`config.mk`:
```
export PLATFORM = sky130hd
export DESIGN_NAME = kmnca_ram
export DESIGN_NICKNAME = d
export VERILOG_FILES = /design/src/rtl/kmnca_ram.sv
export SDC_FILE = /design/constraint.sdc
export NUM_CORES = 1
export LEC_CHECK = 0
export BUFFER_PORTS_ARGS = -buffer_cell sky130_fd_sc_hd__buf_2
export CAP_MARGIN = 20
export CORE_ASPECT_RATIO = 0.7
export CORE_MARGIN = 4
export CORE_UTILIZATION = 44
export CTS_BUF_LIST = sky130_fd_sc_hd__clkbuf_16
export CTS_CLUSTER_SIZE = 12
export DETAILED_ROUTE_END_ITERATION = 10
export HOLD_SLACK_MARGIN = 0.02
export PLACE_DENSITY = 0.56
export REMOVE_ABC_BUFFERS = 1
export SLEW_MARGIN = 0
export SYNTH_ARGS = -nofsm -noshare
export SYNTH_HDL_FRONTEND = slang
export SYNTH_SLANG_ARGS = --single-unit
```
`constraint.sdc`:
```
create_clock -name clk -period 5.3 [get_ports clk]
set_clock_uncertainty 0.15 [all_clocks]
set_input_delay 0.53 -clock clk [delete_from_list [all_inputs] [get_ports clk]]
set_output_delay 0.53 -clock clk [all_outputs]
set_load 0.02 [all_outputs]
```
`src/rtl/kmnca_ram.sv`:
```
`timescale 1ns / 1ps
// ----------------------------------------------------------------------------
// kmnca_ram
// Generic simple dual-port RAM, one write port, one registered read port.
// ----------------------------------------------------------------------------
module kmnca_ram #(
  parameter int WIDTH = 16,
  parameter int DEPTH = 64
) (
  input  logic                     clk,
  input  logic                     we,
  input  logic [$clog2(DEPTH)-1:0] waddr,
  input  logic [WIDTH-1:0]         wdata,
  input  logic [$clog2(DEPTH)-1:0] raddr,
  output logic [WIDTH-1:0]         rdata
);

  logic [WIDTH-1:0] mem [DEPTH];

  always_ff @(posedge clk) begin
    if (we) begin
      mem[waddr] <= wdata;
    end
    rdata <= mem[raddr];
  end

endmodule

```
== Word level (Yosys, flattened, before mapping) ==
Memory sizes are Yosys's and may differ from the RTL's. A register that Yosys moved wholly into a read port is not among the register bits.
Cells that the tools add are included.

* Register bits after elaboration: 0
* Bits in writable memories: 1,024
* Bits of input ports: 30
* Word-level logic and storage cells: 3
* Memories kept: 1

* Muxes and demuxes: 2

{| class="wikitable"
|+ Memories
! memory !! depth !! bits a word !! read ports !! clocked after memory_dff !! wr ports !! RTL line !! RTL
|-
| mem || 64 || 16 || 1 || 1 || 1 || 18 || <nowiki>logic [WIDTH-1:0] mem [DEPTH];</nowiki>
|}

{| class="wikitable"
|+ Operator list
! operator !! number
|-
| 2-to-1 mux 1 bit || 2
|}

== Logic depth before layout (Yosys ltp) ==
* Depth in word-level cells: 2
* Mapped depth: 10
* Depth with buffers taken out: 5

== Least setup slack after synthesis ==
No wires, ideal clock.

* Path kind: input-to-reg
* Start point: in waddr[3]
* End point: mem mem[48][0] (enable)
* Library setup time: 0.409 ns
* Data arrival time: 2.156 ns
* Data required time: 4.741 ns
* Slack: 2.585 ns
* Stages on the path: 4
* Cell sequence: clkbuf_1 nor2b_1 nand4b_1 nor3_1

{| class="wikitable"
|+ RTL lines
! element !! RTL line !! RTL
|-
| from (decl) || 12 || <nowiki>input logic [$clog2(DEPTH)-1:0] waddr,</nowiki>
|-
| to (decl) || 18 ||
|}

Straight into the memory's write port.

==> summary.md <==
| Metric | Value |
|---|---|
| Fillers | 7200 |
| Max-Cap Viols | 0 |
| CTS H-tree lvls | 3 |
| Slowest cell on the critical path | buf_8 |
| # nets final | 2004 |
| CTS Buf Count | 101 |
| Syn_area_per_cell | 21.9 sq um |
| Clock Pin Slew Worst Setup and Hold Paths | 60 ps |
| Clock period minus worst slack | 3150 ps |
| Hold path start | raddr[5] |
| Slew headroom | 26.3% |
| Max rail drop VDD | 249 uV |
| Register bit count reported by yosys | 1040 |
| Clock Path Buffers | 3 |
| Hold-critical path depth | 3 |
| Clk sinks | 1040 |
| Sequential element share of the synthesized area | 77.6% |
| Hold Path Class | input pin to register |
| Global Route Usage Sum | 21.4% |
| Largest net degree at the start of global routing | 69 |
| Lkg Pwr | 14.3 nW |
| Syn Std Cell Area | 0.0400 sq mm |
| Core region area | 0.0901 sq mm |
| Reg-to-Reg End | rdata[11] |
| Synth unique cells | 43 |
| Final Setup Violations | 0 |
| CTS tree | done |
| WL/cell | 31.0 um |
| Die area | 0.0960 sq mm |
| Period utilisation layout | 59.5% |
| Resized Gates After CTS | 0 |
| CP Data Arrival Time | 3500 ps |
| Hold slack | 211 ps |
| PwrDens | 368 mW/mm^2 |
| Switching power | 3.52 mW |
| Die Y | 260 um |
| Initial core utilization | 44.4% |
| Ys Warns | 0 |
| Pre-CTS setup slack | 1420 ps |
| Count of pins over their slew limit | 0 |
| Final setup TNS | 0 ps |
| Initial antenna violation count | 11 |
| Fmax | 317 MHz |
| # hold bufs at CTS | 0 |
| Syn-to-layout area delta | 12.0% |
| Routability-driven placement congestion ratio | 0.820 |
| Vias in the first global route | 19400 |
| Drt total wl | 101000 um |
| Syn Inst Count | 1829 |
| Status | finished clean |
| Clock share of power | 39.3% |
| Final routed DRC violation total | 0 |
| Routed via count | 19100 |
| R2R setup slack | 2800 ps |
| First-pass GRT wire length | 144000 um |
| Critical path data required time | 5650 ps |
| Fin. Hold Viols | 0 |
| Switch share | 21.3% |
| P_int | 13.0 mW |
| Kind of critical path | input pin to register |
| Via-to-Cell Ratio | 5.84 |
| Initial DRC count | 2422 |
| Detail Placement HPWL | 58900 um |
| Antenna-violating nets left | 0 |
| Worst-path cell chain | buf_8, buf_12, mux4_2, mux2i_1, a22oi_1, a31oi_1, a311oi_1 |
| Critical R2R Launch | mem[63][11] |
| RSZ-0062 raised after global routing | false |
| DRT Pass-1 Iters | 7 |
| Critical Path End Type | register |
| # IOs | 46 |
| CP Max Fanout | 68 |
| Die width | 369 um |
| Post-route setup slack | 2150 ps |
| Nature of the critical path startpoint | input pin |
| Crit path launch | raddr[0] |
| Crit-path max cell delay | 590 ps |
| Flop pwr share | 55.5% |
| Worst-Skew Late Latency | 680 ps |
| Clk root buf | clkbuf_16 |
| GRT Residual Overflow | 0 |
| EDFF count, synth | 1024 |
| Proportion of layout cells with a drive suffix above 1 | 25.4% |
| Rows | 92 |
| Worst-Margin Slew | 1110 ps |
| Hold endpoint | rdata[3] |
| Main synth FF type | edfxtp_1 |
| Port-buffer cells | 45 |
| Cells on worst reg2reg path | 4 |
| Post-CTS setup buffer count | 0 |
| Asr flop ratio synth | 0% |
| Comb power frac | 5.3% |
-- stage by stage --
| stage | instances | cell area [sq um] | total power [mW] | utilization (%) |
|---|---|---|---|---|
| floorplan | 1725 | 39300 | 9.65 | - |
| finish | 3262 | 44900 | 16.5 | 49.8 |
| CTS | 3259 | 44800 | 16.7 | 49.8 |
| global placement | 3092 | 41900 | 10.2 | 46.5 |
| detailed placement | 3093 | 42000 | 10.2 | 46.5 |
| global route | 3260 | 44800 | 17.0 | 49.8 |
-- cell usage in the layout (no fill, tap or decap), types with 3 or more instances in the layout --
cell type | synthesis | final
nand2_1 | 59 | 59
a41oi_1 | 5 | 5
inv_1 | 0 | 44
a211o_1 | 8 | 8
nor2_1 | 72 | 70
buf_2 | 36 | 42
a221o_1 | 6 | 6
mux4_2 | 220 | 220
edfxtp_1 | 1024 | 1024
buf_4 | 13 | 95
o21ai_1 | 3 | 3
clkbuf_16 | 0 | 105
clkinv_2 | 0 | 3
nor2_2 | 2 | 4
buf_12 | 5 | 5
o21ai_0 | 5 | 5
nor4_2 | 3 | 3
mux4_1 | 4 | 4
a311oi_1 | 8 | 8
nand4_1 | 12 | 12
a22oi_1 | 39 | 39
and4_1 | 5 | 5
a22o_1 | 6 | 6
nand3_1 | 24 | 24
dfxtp_1 | 16 | 16
nor2b_2 | 0 | 4
a21oi_1 | 17 | 17
a31oi_1 | 8 | 8
mux2_2 | 27 | 27
a211oi_1 | 8 | 8
clkinv_1 | 0 | 12
nor2b_1 | 30 | 26
a221oi_1 | 16 | 16
nand2b_1 | 3 | 3
mux2i_1 | 85 | 85
diode_2 | 0 | 3
-- metal layers --
layer,share of wire [%],GRT usage [%],up-vias
met5,0,0,-
met4,2.2,4.83,0
met3,10,6.59,148
met2,43,30.5,778
met1,45,32.4,10200
li1,-,-,7956
-- cells by family (layout without fill, tap and decap cells) --
| kind of cell | count (synthesis) | count (layout) | synth area share, % |
|---|---|---|---|
| AND/OR/NAND/NOR | 220 | 220 | 2.65 |
| other | 0 | 3 | 0 |
| flip-flops | 1040 | 1040 | 77.6 |
| multiplexers | 336 | 336 | 15.5 |
| buffers and inverters | 104 | 312 | 1.83 |
| AO/OA/AOI/OAI | 129 | 129 | 2.41 |
-- worst max-delay path by stage --
stage,endpoint,slack (ps)
global placement,rdata[0],1440
global route,rdata[4],1940
finish,rdata[11],2150
floorplan,mem[48][0],2740
detailed placement,rdata[0],1420
CTS,rdata[0],2170
-- cell type report --
| cell class | count | area [sq um] | area share (%) |
|---|---|---|---|
| Antenna cell | 3 | 7.51 | 0.0167 |
| Tap cell | 1222 | 1530 | 3.41 |
| Clock buffer | 105 | 2630 | 5.86 |
| Clock inverter | 61 | 267 | 0.594 |
| Sequential cell | 1040 | 31100 | 69.3 |
| Multi-Input combinational cell | 685 | 8280 | 18.5 |
| Timing Repair Buffer | 146 | 1080 | 2.40 |
-- synthesized netlist by cell type (6+ instances only) --
cell      instances  area, sq um
a211o_1           8         70.1
a211oi_1          8         60.1
a21oi_1          17         85.1
a221o_1           6         60.1
a221oi_1         16          140
a22o_1            6         52.6
a22oi_1          39          293
a311oi_1          8         70.1
a31oi_1           8         50.1
buf_2            36          180
buf_4            13         97.6
buf_6            17          191
clkbuf_1         24         90.1
dfxtp_1          16          320
edfxtp_1       1024        30700
mux2_2           27          304
mux2i_1          85          851
mux4_2          220         4950
nand2_1          59          221
nand3_1          24          120
nand4_1          12         75.1
nor2_1           72          270
nor2b_1          30          188
-- sequential cells by signal, summed over array words and instances, names as in the netlist --
register  cells
rdata        16
mem        1024
-- critical path: cells and delay by family --
family                 cells  cell delay (ps)
muxes                      2              830
buffers and inverters      2             1110
AOI/OAI and AO/OA          3              870
-- power groups by stage --
stage / clock [mW] / combinational [mW] / sequential (mW)
3_3_place_gp: 0 / 0.870 / 9.32
3_5_place_dp: 0 / 0.882 / 9.32
6_report: 6.47 / 0.872 / 9.14
5_1_grt: 6.96 / 0.931 / 9.14
2_1_floorplan: 0 / 0.338 / 9.31
4_1_cts: 6.63 / 0.884 / 9.14
Power figures use the tool's default switching activity.
